## config.mk

```make
export PLATFORM = sky130hd
export DESIGN_NAME = jet_fifo
export DESIGN_NICKNAME = d
export VERILOG_FILES = /design/src/rtl/jet_pkg.sv /design/src/rtl/jet_fifo.sv
export SDC_FILE = /design/constraint.sdc
export NUM_CORES = 1
export LEC_CHECK = 0
export BUFFER_PORTS_ARGS = -buffer_cell sky130_fd_sc_hd__buf_4
export CAP_MARGIN = 15
export CELL_PAD_IN_SITES_DETAIL_PLACEMENT = 1
export CELL_PAD_IN_SITES_GLOBAL_PLACEMENT = 1
export CORE_MARGIN = 5
export CORE_UTILIZATION = 50
export CTS_BUF_LIST = sky130_fd_sc_hd__clkbuf_8
export DETAILED_ROUTE_END_ITERATION = 7
export GPL_TIMING_DRIVEN = 0
export PLACE_DENSITY = 0.95
export SYNTH_ARGS = -nofsm -noshare
export SYNTH_HDL_FRONTEND = slang
export SYNTH_SLANG_ARGS = --single-unit
```

## constraint.sdc

```tcl
create_clock -name clk_i -period 6.45 [get_ports clk_i]
set_clock_uncertainty 0.1 [all_clocks]
set_input_delay 1.29 -clock clk_i [delete_from_list [all_inputs] [get_ports clk_i]]
set_output_delay 1.29 -clock clk_i [all_outputs]
set_load 0.1 [all_outputs]
```

## src/rtl/jet_pkg.sv

```systemverilog
// -----------------------------------------------------------------------------
// jet_pkg
// Shared constants and types for the Julia escape-time pixel unit.
// -----------------------------------------------------------------------------
package jet_pkg;
  localparam int Cols = 1024;
  localparam int Rows = 1024;
  localparam int RowW = 10;
  localparam int ColW = 10;
  localparam int CntW = 16;
  localparam int QW   = 32;

  localparam logic [2:0] RegZoom  = 3'd0;
  localparam logic [2:0] RegCtrX  = 3'd1;
  localparam logic [2:0] RegCtrY  = 3'd2;
  localparam logic [2:0] RegCRe   = 3'd3;
  localparam logic [2:0] RegCIm   = 3'd4;
  localparam logic [2:0] RegLimit = 3'd5;

  localparam int ColDen = (Cols - 2) / 2;
  localparam int RowDen = (Rows - 2) / 2;

  // Start point of one pixel, handed from front to back
  typedef struct packed {
    logic signed [QW-1:0] x;
    logic signed [QW-1:0] y;
  } start_t;

  // Saturate a wide signed value into Q4.28
  function automatic logic signed [QW-1:0] sat_q(input logic signed [67:0] v);
    logic signed [67:0] mx;
    logic signed [67:0] mn;
    mx = 68'sh0_0000_0000_7FFF_FFFF;
    mn = -68'sh0_0000_0000_8000_0000;
    if (v > mx) sat_q = QW'(mx);
    else if (v < mn) sat_q = QW'(mn);
    else sat_q = v[QW-1:0];
  endfunction
endpackage

```

## src/rtl/jet_fifo.sv

```systemverilog
// -----------------------------------------------------------------------------
// jet_fifo
// Two-entry queue between the front and the back.
// -----------------------------------------------------------------------------
module jet_fifo (
  input  logic            clk_i,
  input  logic            rst_ni,
  input  logic            wr_i,
  output logic            wr_ready_o,
  input  jet_pkg::start_t wr_data_i,
  output logic            rd_valid_o,
  input  logic            rd_i,
  output jet_pkg::start_t rd_data_o
);
  import jet_pkg::*;

  start_t     mem_q [2];
  logic       wp_q, rp_q;
  logic [1:0] cnt_q;
  logic       do_wr, do_rd;

  assign wr_ready_o = (cnt_q != 2'd2);
  assign rd_valid_o = (cnt_q != 2'd0);
  assign do_wr = wr_i && wr_ready_o;
  assign do_rd = rd_i && rd_valid_o;
  assign rd_data_o = mem_q[rp_q];

  // Advance pointers and count
  always_ff @(posedge clk_i or negedge rst_ni) begin
    if (!rst_ni) begin
      wp_q <= 1'b0; rp_q <= 1'b0; cnt_q <= '0;
    end else begin
      if (do_wr) wp_q <= ~wp_q;
      if (do_rd) rp_q <= ~rp_q;
      cnt_q <= cnt_q + 2'(do_wr) - 2'(do_rd);
    end
  end

  always_ff @(posedge clk_i) begin
    if (do_wr) mem_q[wp_q] <= wr_data_i;
  end
endmodule

```

== After elaboration in Yosys (flattened, before gate mapping) ==
Memory sizes are Yosys's and may differ from the RTL's.
Index checks and enable logic that the tools add are counted.

* Register bits after elaboration: 4
* Bits of input ports: 68
* Word-level logic and storage cells: 14
* Memories: 1
* Output and inout bits: 66
* Memory bits (writable): 128
* ROM bits: 0
* Latch bits: 0

{| class="wikitable"
|+ Memory list
! name !! words !! width !! read ports !! clocked after memory_dff !! write ports !! line !! RTL
|-
| mem_q || 2 || 64 || 1 || 0 || 1 || jet_fifo.sv:17 || <nowiki>start_t mem_q [2];</nowiki>
|}

* Equal/unequal tests: 1
* Bitwise gates (word level): 2
* Shift-type cells: 0
* $lt $le $gt $ge: 0
* Add/subtract/negate cells: 2
* $mul: 0
* Reduce and logical (&&, ||, !) cells: 3
* Divide/modulo/power cells: 0
* Muxes and demuxes: 2

{| class="wikitable"
|+ Operators by type and width
! operator !! count
|-
| $add 2x1->2 || 1
|-
| $logic_and 1x1->1 || 2
|-
| $mux 1 || 2
|-
| $ne 2x2->1 const B || 1
|-
| $not 1->1 || 2
|-
| $reduce_bool 2->1 || 1
|-
| $sub 2x1->2 || 1
|}

== Longest topological paths before layout ==
* Depth in word-level cells: 4
* Depth in mapped cells: 7
* Mapped depth without buffers: 7

== Least setup slack after synthesis ==
OpenSTA, ideal clock, no wires.

* Kind: reg2reg
* From: register cnt_q[0]
* To: memory mem_q[0][0] (netlist bit), enable pin
* Setup slack: 1748 ps
* Data arrival time: 4116 ps
* Stages on the path, launching flop included: 4
* Data required time: 5863 ps
* Period minus slack after synthesis: 4702 ps
* Cells stage by stage: dfrtp_1 -> nand2b_1 -> nand2_1 -> nor2_1

* Longest elaborated chain between the ends: 4

{| class="wikitable"
|+ RTL lines
! item !! line !! RTL
|-
| from (decl) || jet_fifo.sv:19 || <nowiki>logic [1:0] cnt_q;</nowiki>
|-
| from (signal assigned) || jet_fifo.sv:35 || <nowiki>cnt_q <= cnt_q + 2'(do_wr) - 2'(do_rd);</nowiki>
|-
| $ne 2x2->1 || jet_fifo.sv:22 || <nowiki>assign wr_ready_o = (cnt_q != 2'd2);</nowiki>
|-
| named net wr_ready_o || jet_fifo.sv:9 || <nowiki>output logic wr_ready_o,</nowiki>
|-
| $logic_and 1x1->1 || jet_fifo.sv:24 || <nowiki>assign do_wr = wr_i && wr_ready_o;</nowiki>
|-
| $mux 1 || jet_fifo.sv:40 || <nowiki>if (do_wr) mem_q[wp_q] <= wr_data_i;</nowiki>
|-
| $mux 1 (not written as such) || jet_fifo.sv:40 ||
|-
| to (decl) || jet_fifo.sv:17 ||
|}

The timed path passes the listed nets, and every way through them passes these cells.

==> summary.md <==
| Metric | Value |
|---|---|
| CTS buffer count | `17` |
| Count of cell types in the netlist | `16` |
| Worst R2R Path Depth | `2` |
| Setup crit start | `rp_q` |
| Crit share post-route | `0.484` |
| Worst R2R Start | `cnt_q[1]` |
| Sequential element share of the synthesized area | `0.785` |
| CP dominant cell by count | `buf_6` |
| Mapped Area | `5020 um2` |
| CP max stage delay | `0.37 ns` |
| Worst reg2reg setup slack | `4.57 ns` |
| Crit path max-delay cell type | `dfrtp_1` |
| Min-Delay Path Class | `reg2reg` |
| Initial Utilization | `0.514` |
| CP endpoint | `rd_data_o[8]` |
| CP Launch Type | `flop` |
| H-tree levels | `4` |
| Highest Clock Rate | `0.320 GHz` |
| CTS root buf | `clkbuf_8` |
| DRC | `0` |
| IO Pins | `134` |
| Via-to-Cell Ratio | `4.88` |
| ANT cells | `0` |
| Clock Path Buffers | `2` |
| Clock transition at path regs | `0.07 ns` |
| CP Class | `reg2out` |
| Synthesized Nets | `286` |
| Setup TNS | `0 ns` |
| Clk_lat worst skew | `0.41 ns` |
| Post-Syn Instances | `216` |
| Gr ovfl total | `0` |
| Tot GR Track Use | `0.179` |
| Critical Path, Cell by Cell | `buf_6, buf_6, mux2_4, buf_4` |
| Share of cells above drive strength 1 | `0.621` |
| Gpl congestion | `0.710` |
| Crit-path max FO | `10` |
| FF-to-FF End | `mem_q[1][13]` |
| Final Hold Vio Count | `0` |
| Vias | `2,518` |
| Clock Sinks | `132` |
| Core area | `9770 um2` |
| Die ar. | `12,200 um2` |
| Fin. max-slew vios | `0` |
| CP arrival | `1.73 ns` |
| Critical Path Sink Type | `output port` |
| Die Height | `110 um` |
| Post-layout min period | `3.12 ns` |
| Post-route ant nets | `0` |
| Synthesis Warnings | `0` |
| Area Overhead vs Synth | `30.9%` |
| Leading cell type in the layout, fill and taps excluded | `buf_4` |
| DR WL/cell | `20.2 um` |
| CTS tree | `yes` |
| Std cell rows | `36` |
| Worst slew pin tran | `0.897 ns` |
| Hold path depth | `1` |
| First-pass DRT Iterations | `4` |
| Slew HR | `0.402` |
| Largest net degree at the start of global routing | `65` |
| Number of port buffers | `133` |
| Iter 0 DRT Violations | `105` |
| WL final | `10.4 mm` |
| RSZ-0062 raised after global routing | `no` |
| Final Setup Violations | `0` |
| Status | `completed` |
| First-pass GRT wire length | `15.6 mm` |
| Commonest cells after routing, fill and taps aside | `buf_4, edfxtp_1, mux2_4` |
| Final HPWL DP | `7.48 mm` |
| Vias in the first global route | `2,870` |
| Post-synthesis register bit count | `132` |
| Die width | `110 um` |
| Hold_buf cts | `0` |
| Filler instances | `842` |
| Post-CTS setup buffers | `0` |
| Avg Inst Size Synth | `23.3 um2` |
| Worst Path Required | `5.06 ns` |
| Nets | `440` |
| PostCTS Resize Cnt | `0` |
| Max Cap Violations | `0` |
| Initial antenna violation count | `0` |
flip-flops by register name, summed over array words and instances, names as in the netlist:
name   cells
wp_q       1
rp_q       1
cnt_q      2
mem_q    128
per-stage QoR:
| step | utilization | std cells | cell area (um2) | hold WS, ns | worst slack [ns] |
|---|---|---|---|---|---|
| after floorplan | - | 216 | 5020 | 0.361 | 1.75 |
| after global placement | 0.633 | 482 | 6190 | 0.376 | 0.394 |
| after detailed placement | 0.639 | 484 | 6240 | 0.444 | 3.75 |
| after CTS | 0.673 | 516 | 6570 | 0.469 | 3.28 |
| after global routing | 0.673 | 516 | 6570 | 0.509 | 3.23 |
| final | 0.673 | 516 | 6570 | 0.467 | 3.33 |
cell families after synthesis:
logic type / share of synthesized area
adders and majority gates: 0.00498
and+or+nand+nor: 0.00698
xor gates and xnor gates: 0.00698
buffers and inverters: 0.0152
muxes: 0.181
DFF: 0.785
routing by layer:
| layer | part of all wire | wire length (um) | GRT usage | up-vias |
|---|---|---|---|---|
| met1 | 0.37 | 3820 | 0.198 | 1249 |
| met4 | 0.016 | 164 | 0.0616 | 0 |
| met2 | 0.55 | 5760 | 0.325 | 92 |
| li1 | - | - | - | 1160 |
| met3 | 0.064 | 663 | 0.0577 | 17 |
| met5 | 0 | 0 | 0 | - |
worst max-delay path, delay by kind of cell (launching register included):
kind	cells	cell delay, ns
multiplexers	1	0.33
flip-flops	1	0.37
buffers and inverters	3	0.62
worst min-delay path by stage:
stage                         from  endpoint  slack (ns)
after global placement        wp_q      wp_q        0.38
after global routing      cnt_q[0]  cnt_q[0]        0.51
final                     cnt_q[0]  cnt_q[0]        0.47
after CTS                 cnt_q[0]  cnt_q[0]        0.47
after floorplan               wp_q      wp_q        0.36
after detailed placement  cnt_q[0]  cnt_q[0]        0.44
cell usage after synthesis:
library cell	count	area [um2]
edfxtp_1	128	3840
mux2_4	50	751
mux2_2	14	158
buf_6	6	67.6
dfrtp_1	4	100
xnor2_1	3	26.3
ha_1	2	25.0
and2_4	1	8.76
and3_1	1	6.26
buf_2	1	5.00
inv_1	1	3.75
nand2_1	1	3.75
nand2b_1	1	6.26
nor2_1	1	3.75
or2_1	1	6.26
xor2_1	1	8.76
layout make-up:
class | count | area (um2) | share of cell area
timing repair buffer | 135 | 1040 | 0.158
inverter | 1 | 3.75 | 0.000571
buffer | 7 | 72.6 | 0.0110
clock inverter | 13 | 71.3 | 0.0108
sequential | 132 | 3940 | 0.600
multi-input combinational | 76 | 1020 | 0.155
tap | 133 | 166 | 0.0253
clock buffer | 19 | 262 | 0.0398
Power is not shown: default switching activity piles up to over one toggle a cycle in this logic, so the estimate is an artifact.
