**config.mk**
```make
export PLATFORM = sky130hd
export DESIGN_NAME = jet_front
export DESIGN_NICKNAME = d
export VERILOG_FILES = /design/src/rtl/jet_pkg.sv /design/src/rtl/jet_front.sv
export SDC_FILE = /design/constraint.sdc
export NUM_CORES = 1
export LEC_CHECK = 0
export BUFFER_PORTS_ARGS = -buffer_cell sky130_fd_sc_hd__clkbuf_2
export CAP_MARGIN = 20
export CORE_ASPECT_RATIO = 1.75
export CORE_MARGIN = 2
export CORE_UTILIZATION = 45
export DETAILED_ROUTE_END_ITERATION = 8
export PLACE_DENSITY_LB_ADDON = 0.15
export SLEW_MARGIN = 20
export SYNTH_ARGS = -nofsm -noshare
export SYNTH_HDL_FRONTEND = slang
export SYNTH_SLANG_ARGS = --single-unit
```
**constraint.sdc**
```tcl
create_clock -name clk_i -period 9.3 [get_ports clk_i]
set_clock_uncertainty 0.1 [all_clocks]
set_input_delay 0.465 -clock clk_i [delete_from_list [all_inputs] [get_ports clk_i]]
set_output_delay 0.465 -clock clk_i [all_outputs]
set_load 0.02 [all_outputs]
```
**src/rtl/jet_pkg.sv**
```systemverilog
// -----------------------------------------------------------------------------
// jet_pkg
// Shared constants and types for the Julia escape-time pixel unit.
// -----------------------------------------------------------------------------
package jet_pkg;
  localparam int Cols = 1024;
  localparam int Rows = 1024;
  localparam int RowW = 10;
  localparam int ColW = 10;
  localparam int CntW = 16;
  localparam int QW   = 32;

  localparam logic [2:0] RegZoom  = 3'd0;
  localparam logic [2:0] RegCtrX  = 3'd1;
  localparam logic [2:0] RegCtrY  = 3'd2;
  localparam logic [2:0] RegCRe   = 3'd3;
  localparam logic [2:0] RegCIm   = 3'd4;
  localparam logic [2:0] RegLimit = 3'd5;

  localparam int ColDen = (Cols - 2) / 2;
  localparam int RowDen = (Rows - 2) / 2;

  // Start point of one pixel, handed from front to back
  typedef struct packed {
    logic signed [QW-1:0] x;
    logic signed [QW-1:0] y;
  } start_t;

  // Saturate a wide signed value into Q4.28
  function automatic logic signed [QW-1:0] sat_q(input logic signed [67:0] v);
    logic signed [67:0] mx;
    logic signed [67:0] mn;
    mx = 68'sh0_0000_0000_7FFF_FFFF;
    mn = -68'sh0_0000_0000_8000_0000;
    if (v > mx) sat_q = QW'(mx);
    else if (v < mn) sat_q = QW'(mn);
    else sat_q = v[QW-1:0];
  endfunction
endpackage

```
**src/rtl/jet_front.sv**
```systemverilog
// -----------------------------------------------------------------------------
// jet_front
// Maps a pixel to its start point with a restoring divider, two coordinates
// in turn (64 quotient bits each).
// -----------------------------------------------------------------------------
module jet_front (
  input  logic                  clk_i,
  input  logic                  rst_ni,
  input  logic                  push_i,
  output logic                  full_o,
  input  logic [jet_pkg::RowW-1:0] pixel_row_i,
  input  logic [jet_pkg::ColW-1:0] pixel_col_i,
  input  logic [31:0]           zoom_i,
  input  logic [31:0]           ctr_x_i,
  input  logic [31:0]           ctr_y_i,
  output logic                  out_valid_o,
  input  logic                  out_ready_i,
  output jet_pkg::start_t       out_data_o
);
  import jet_pkg::*;

  localparam logic [1:0] SIdle = 2'd0;
  localparam logic [1:0] SDiv  = 2'd1;
  localparam logic [1:0] SOut  = 2'd2;

  logic [1:0]  state_q, state_d;
  logic        axis_q, axis_d;        // 0: x, 1: y
  logic [6:0]  bit_q, bit_d;
  logic [63:0] num_q, num_d;          // dividend shifting out
  logic [63:0] quo_q, quo_d;
  logic [64:0] rem_q, rem_d;
  logic [63:0] den_q, den_d;
  logic        neg_q, neg_d;
  logic [RowW-1:0] row_q, row_d;
  logic signed [QW-1:0] x_q, x_d;
  logic signed [QW-1:0] y_q, y_d;

  logic signed [13:0] nx, ny;
  logic [13:0]  nxm, nym;
  logic [31:0]  zoom_eff;
  logic [64:0]  rem_sh;
  logic signed [67:0] coord_w;
  logic signed [QW-1:0] coord;

  assign zoom_eff = (zoom_i == '0) ? 32'd1 : zoom_i;
  assign nx = 14'((14'(pixel_col_i) - 14'(Cols / 2) + 14'sd1) * 14'sd2);
  assign ny = 14'((14'(Rows / 2) - 14'(row_q) - 14'sd1) * 14'sd2);
  assign nxm = nx[13] ? 14'(-nx) : nx;
  assign nym = ny[13] ? 14'(-ny) : ny;
  assign rem_sh = {rem_q[63:0], num_q[63]};

  // Clamp the quotient into Q4.28, apply the sign and take off the center
  always_comb begin
    logic signed [67:0] q;
    q = (quo_q > 64'h7FFF_FFFF) ? (neg_q ? 68'sh8000_0000 : 68'sh7FFF_FFFF)
                                : 68'(quo_q);
    if (neg_q) q = -q;
    coord_w = q - 68'(signed'(axis_q ? ctr_y_i : ctr_x_i));
    coord = sat_q(coord_w);
  end

  always_comb begin
    state_d = state_q; axis_d = axis_q; bit_d = bit_q; num_d = num_q;
    quo_d = quo_q; rem_d = rem_q; den_d = den_q; neg_d = neg_q;
    row_d = row_q; x_d = x_q; y_d = y_q;
    unique case (state_q)
      SIdle: begin
        if (push_i) begin
          row_d = pixel_row_i; axis_d = 1'b0;
          num_d = 64'(nxm) << 44; neg_d = nx[13];
          den_d = 64'(ColDen) * 64'(zoom_eff);
          rem_d = '0; quo_d = '0; bit_d = '0; state_d = SDiv;
        end
      end
      SDiv: begin
        // Advance one quotient bit
        num_d = num_q << 1;
        if (rem_sh >= {1'b0, den_q}) begin
          rem_d = rem_sh - {1'b0, den_q}; quo_d = {quo_q[62:0], 1'b1};
        end else begin
          rem_d = rem_sh; quo_d = {quo_q[62:0], 1'b0};
        end
        bit_d = bit_q + 7'd1;
        if (bit_q == 7'd64) begin
          rem_d = rem_q; quo_d = quo_q; num_d = num_q;
          if (!axis_q) begin
            x_d = coord; axis_d = 1'b1;
            num_d = 64'(nym) << 44; neg_d = ny[13];
            den_d = 64'(RowDen) * 64'(zoom_eff);
            rem_d = '0; quo_d = '0; bit_d = '0;
          end else begin
            y_d = coord; state_d = SOut;
          end
        end
      end
      SOut: if (out_ready_i) state_d = SIdle;
      default: state_d = SIdle;
    endcase
  end

  // Advance control state
  always_ff @(posedge clk_i or negedge rst_ni) begin
    if (!rst_ni) begin
      state_q <= SIdle; axis_q <= 1'b0; bit_q <= '0;
    end else begin
      state_q <= state_d; axis_q <= axis_d; bit_q <= bit_d;
    end
  end

  always_ff @(posedge clk_i) begin
    num_q <= num_d; quo_q <= quo_d; rem_q <= rem_d; den_q <= den_d;
    neg_q <= neg_d; row_q <= row_d; x_q <= x_d; y_q <= y_d;
  end

  assign full_o = (state_q != SIdle);
  assign out_valid_o = (state_q == SOut);
  assign out_data_o = '{x: x_q, y: y_q};
endmodule

```
# Word-level counts from Yosys, hierarchy flattened
# Cells that the tools add are included.
dict set report classes {
  n_addsub 10
  mul 1
  div_mod_pow 0
  magnitude_cmp 4
  eq_ne 9
  shift 0
  mux 43
  bitwise_logic 1
  n_reduce_logical 12
}
# op count
set ops {}
lappend ops {{$mux W64} 14}
lappend ops {{$pmux W64 S2} 4}
lappend ops {{$mux W32} 5}
lappend ops {{$gt A68 B32 Y1 const B} 1}
lappend ops {{$lt A68 B32 Y1 const B} 1}
lappend ops {{$mux W68} 1}
lappend ops {{$neg A64 Y68} 1}
lappend ops {{$sub A68 B32 Y68} 1}
lappend ops {{$ge A65 B64 Y1} 1}
lappend ops {{$gt A64 B31 Y1 const B} 1}
lappend ops {{$sub A64 B64 Y64} 1}
lappend ops {{$mul A9 B32 Y41 const A} 1}
lappend ops {{$logic_not A32 Y1} 1}
lappend ops {{$mux W14} 2}
lappend ops {{$neg A13 Y14} 2}
lappend ops {{$mux W7} 3}
lappend ops {{$pmux W7 S2} 1}
lappend ops {{$add A11 B2 Y12 const B} 1}
lappend ops {{$reduce_and A3 Y1} 4}
lappend ops {{$sub A11 B2 Y12 const B} 1}
lappend ops {{$sub A10 B10 Y11 const A} 1}
lappend ops {{$sub A10 B10 Y11 const B} 1}
lappend ops {{$mux W2} 4}
lappend ops {{$ne A2 B2 Y1 const B} 4}
lappend ops {{other kinds (14)} 23}
dict set report word_totals {
  regBits 341
  latch_bits 0
  mem_bits_rw 0
  rom_bits 0
  in_bits 120
  output_inout_bits 66
  wordCells 91
  n_memories 0
}

# Logic depth before layout (Yosys ltp)
dict set report logic_depth {
  word_depth 8
  mapped_depth 31
  depth_no_buf 28
}

# Least setup slack after synthesis
# No wires, ideal clock.
dict set report synth_path {
  path_type {reg-to-reg}
  startpoint {register quo_q[35]}
  endpoint {register x_q[25] (data pin)}
  setup_time_ns 0.274
  arrival_ns 7.338
  required_time_ns 8.926
  slack_ns 1.588
  path_stages_with_launch 32
  n_path_buf 6
  synth_period_minus_slack_ns 7.712
  path_cell_list {edfxtp_1 -> nor4_1 -> nand4_1 -> or4_1 -> buf_2 -> clkbuf_1 -> clkbuf_1 -> o21ai_0 -> ha_1 -> o21ai_1 -> a21oi_1 -> o21a_1 -> o21ai_1 -> nor3_1 -> clkbuf_1 -> nor2_1 -> ha_1 -> clkbuf_1 -> nand4_1 -> nor4_1 -> a21oi_1 -> o21ai_0 -> a31oi_1 -> a211o_1 -> xor2_1 -> nand3_1 -> or4bb_1 -> nor3_1 -> nand3_1 -> nor2_1 -> clkbuf_1 -> o211ai_1}
}
dict set report synth_via {
  elab_chain_cells 8
  word_cells_on_any_way 9
  cone_classes {add/sub: 2; order compare: 3; mux: 4}
}
# element line
set synth_lines {}
lappend synth_lines {{from (decl)} jet_front.sv:30} ;# logic [63:0] quo_q, quo_d;
lappend synth_lines {{from (signal assigned)} jet_front.sv:111} ;# num_q <= num_d; quo_q <= quo_d; rem_q <= rem_d; den_q <= den_d;
lappend synth_lines {{$gt A64 B31 Y1} jet_front.sv:55} ;# q = (quo_q > 64'h7FFF_FFFF) ? (neg_q ? 68'sh8000_0000 : 68'sh7FFF_FFFF)
lappend synth_lines {{$mux W64 *} jet_front.sv:55}
lappend synth_lines {{$neg A64 Y68} jet_front.sv:57} ;# if (neg_q) q = -q;
lappend synth_lines {{$mux W68 *} jet_front.sv:57}
lappend synth_lines {{$sub A68 B32 Y68 *} jet_front.sv:58} ;# coord_w = q - 68'(signed'(axis_q ? ctr_y_i : ctr_x_i));
lappend synth_lines {{$lt A68 B32 Y1} jet_pkg.sv:36} ;# else if (v < mn) sat_q = QW'(mn);
lappend synth_lines {{$mux W32} jet_pkg.sv:36}
lappend synth_lines {{$mux W32 *} jet_pkg.sv:35} ;# if (v > mx) sat_q = QW'(mx);
lappend synth_lines {{net coord[25]} jet_front.sv:43} ;# logic signed [QW-1:0] coord;
lappend synth_lines {{to (signal assigned)} jet_front.sv:112} ;# neg_q <= neg_d; row_q <= row_d; x_q <= x_d; y_q <= y_d;
lappend synth_lines {{to (decl)} jet_front.sv:35} ;# logic signed [QW-1:0] x_q, x_d;
# The timed path passes the listed nets; every way through them passes the cells marked *.
# A chain may end at the register's enable or synchronous reset.

# Worst setup path after layout
dict set report layout_path {
  startpoint {register quo_q[56]}
  endpoint {register y_q[3] (data pin)}
}
dict set report layout_via {
  elab_chain_cells 8
  word_cells_on_any_way 9
  cone_classes {add/sub: 2; order compare: 3; mux: 4}
}
# element line
set layout_lines {}
lappend layout_lines {{$gt A64 B31 Y1} jet_front.sv:55}
lappend layout_lines {{$mux W64 *} jet_front.sv:55}
lappend layout_lines {{$neg A64 Y68} jet_front.sv:57}
lappend layout_lines {{$mux W68 *} jet_front.sv:57}
lappend layout_lines {{$sub A68 B32 Y68 *} jet_front.sv:58}
lappend layout_lines {{$lt A68 B32 Y1} jet_pkg.sv:36}
lappend layout_lines {{$mux W32} jet_pkg.sv:36}
lappend layout_lines {{$mux W32 *} jet_pkg.sv:35}
lappend layout_lines {{net coord[3]} jet_front.sv:43}
lappend layout_lines {{to (signal assigned)} jet_front.sv:112}
lappend layout_lines {{to (decl)} jet_front.sv:36} ;# logic signed [QW-1:0] y_q, y_d;
# Marked as above.

==> out/metrics.yaml <==
status: "complete, no violations"
yosysWarnings: 0
fin_ws_ns: 0.567
grt_most_used_layer: "met2"
power.switching_mw: 2.86
syn_area_per_cell_um2: 9.19
finalHoldViolations: 0
core_area_mm2: 0.0570
vias: 21300
p_int_mw: 4.22
path_max_fanout: 31
cp-start-kind: "flop"
final_util_pct: 50.1
grt_use_met3_pct: 1.78
first_global_vias: 21600
max_freq_ghz: 0.115
synth_edf_count: 263
yosysUniqueCellTypes: 84
rows: 116
clk_pin_slew_ns: 0.07
cts_root_buf: "clkbuf_16"
placed_area_mm2: 0.0276
sw_frac_of_total_pct: 40.4
syn_area_mm2: 0.0259
postRouteAntennaNets: 0
slew_headroom_pct: 23.4
synth-seq-area-share_pct: 31.4
drt-initial-drc-count: 905
min_path_type: "in2reg"
dp_cells: 3648
dp_slack_ns: 0.424
track_usage_pct: 23.3
drc: 0
clock_latency_ns: 0.58
synthCells: 2823
pwr_density_cell_mw_per_mm2: 248
cts_max_level: 1
fp.dieH_um: 322
design_area_mm2: 0.0286
crit_type: "reg2reg"
wl_per_cell_um: 18.8
overflow: 0
cts_tree: "done"
finalSetupViolCount: 0
hpwl_mm: 55.7
area.growth.synth_to_final_pct: 10.1
antenna_found_initial: 0
cts_setup_buffers: 0
num_antenna_cells: 0
peakVddDrop_uv: 184
globalRouteMet1Util_pct: 23.9
cts_buffers: 26
cts_buffer_depth: 3
port_buffers: 185
firstDrtPassIters: 5
max-cap-violations: 0
dieArea_mm2: 0.0597
p_comb_share_pct: 58.4
cts_sinks: 273
start_util_pct: 45.5
ys_ff_latch: 273
gp_congestion: 0.903
fin_crit_ns: 8.73
final_net_count: 3367
crit_arrival_ns: 9.04
fin_crit_sh_pct: 93.9
routed_wl_mm: 69.8
drive_gt1_share_pct: 11.0
synth-async-reset-ratio_pct: 3.66
io-pin-count: 186
seqPwrFrac_pct: 25.6
rsz0062_at_grt: "false"
cp.required_ns: 9.61
p_leak_nw: 12.1
total_power_mw: 7.08
setup_tns_ns: 0
grt_start_max_net_pins: 91
grt_pass1_wl_mm: 111
pwr-share-clk_pct: 16.0
final_max_slew_viol_count: 0
tightest_slew_ns: 1.14
synth_nets: 3270
vias_per_cell: 5.73
die-width_um: 186
end_kind: "flop"
use_met2_pct: 46.4
synth-main-ff-cell: "edfxtp_1"
hold_ws_ns: 0.131
final_cells: 3707
area by class of cell:
class | count | area, µm²
multi-input cells | 2192 | 16500
clock inverters | 17 | 200
fillers | 5390 | 28500
repair buffers | 228 | 1320
flip-flops and latches | 273 | 8150
inverters | 199 | 747
clock buffers | 31 | 689
well taps | 767 | 960
path summary, 6_finish.rpt:
kind	from	endpoint	slack, ns	depth (start not counted)
hold / removal	out_ready_i	state_q[1]	0.13	3
min in group asynchronous	rst_ni	bit_q[4]	0.21	2
setup / recovery	quo_q[56]	y_q[3]	0.57	26
hold reg to reg	num_q[62]	num_q[63]	0.45	1
setup reg to reg	quo_q[56]	y_q[3]	0.57	26
max in group asynchronous	rst_ni	axis_q	8.64	2
placed cells by master, fill, tap and decap left out, types with 44 or more instances in the layout:
master,netlist,routed
a21o_1,68,68
a21oi_1,233,233
and3_1,90,90
clkbuf_2,1,185
edfxtp_1,263,263
fa_1,153,153
ha_1,174,174
inv_1,199,199
nand2_1,238,236
nand3_1,68,67
nand4_1,44,44
nor2_1,226,224
nor3_1,98,95
o21ai_0,133,132
xnor2_1,101,101
xor2_1,71,70
power groups by stage:
stage / clock network (mW) / registers (mW) / logic [mW]
detailed placement: 0 / 1.83 / 4.14
CTS: 1.17 / 1.81 / 4.16
floorplan: 0 / 1.80 / 3.31
finish: 1.13 / 1.81 / 4.14
global placement: 0 / 1.83 / 4.05
global route: 1.21 / 1.82 / 4.71
cell usage after synthesis (19+ instances only):
master	number	area, µm²
nor2b_1	19	119
nand3_1	68	340
a21oi_1	233	1170
nand4_1	44	275
o21ai_0	133	666
o21bai_1	27	203
edfxtp_1	263	7900
ha_1	174	2180
nand2_1	238	893
a31oi_1	19	119
mux2i_1	40	400
or3_1	34	213
clkbuf_1	139	522
fa_1	153	3060
xnor2_1	101	885
inv_1	199	747
a211oi_1	21	158
nor3_1	98	490
nor2_1	226	848
nor4_1	38	238
o21ai_1	41	205
a2bb2oi_2	28	420
and3_1	90	563
nand2b_1	26	163
a21o_1	68	510
o21a_1	20	150
xor2_1	71	622
logic make-up after synthesis:
logic type / count (synthesis) / share of synthesized area (%)
adder cells (fa/ha/maj): 327 / 20.2
AND/OR/NAND/NOR: 936 / 17.6
XOR/XNOR: 173 / 5.91
AO/OA/AOI/OAI: 715 / 17.9
multiplexers: 41 / 1.59
flip-flops: 273 / 31.4
buffers and inverters: 358 / 5.34
layer usage:
layer | share of wire [%] | wire length, µm | vias up
li1 | - | - | 10400
met5 | 0 | 0 | -
met2 | 55 | 38600 | 525
met4 | 5.1 | 3570 | 0
met3 | 3.1 | 2190 | 169
met1 | 36 | 25400 | 10200
critical path: stages, from the launching register on:
cell	delay (ns)
edfxtp_1	0.38
nor4_1	0.36
nand4_1	0.24
or4_1	0.76
o21ai_0	0.37
ha_1	0.32
o21ai_1	0.22
a21oi_1	0.37
o21a_1	0.27
o21ai_1	0.24
nor3_2	0.21
buf_4	0.27
nor2_1	0.07
ha_1	0.50
nand4_1	0.24
nor3_1	0.47
nand4_1	0.30
nor4_2	0.47
nor3_1	0.25
o221a_2	0.34
o2bb2ai_1	0.18
o311ai_0	0.65
nand2_1	0.20
nor3_4	0.24
buf_12	0.24
a2bb2oi_1	0.09
o21ai_1	0.12
repair_timing:
item	CTS	global route
setup endpoints to repair	0	62
endpoints found under the hold margin	20	0
hold buffers	11	0
gates resized for setup	0	1
registers in the layout, summed over array words and instances (netlist names):
register and count:
num_q 19, quo_q 64, row_q 10, y_q 32, state_q 2, neg_q 1, rem_q 64, den_q 41
axis_q 1, x_q 32, bit_q 7
Note: power is estimated with default switching activity, not from simulation.
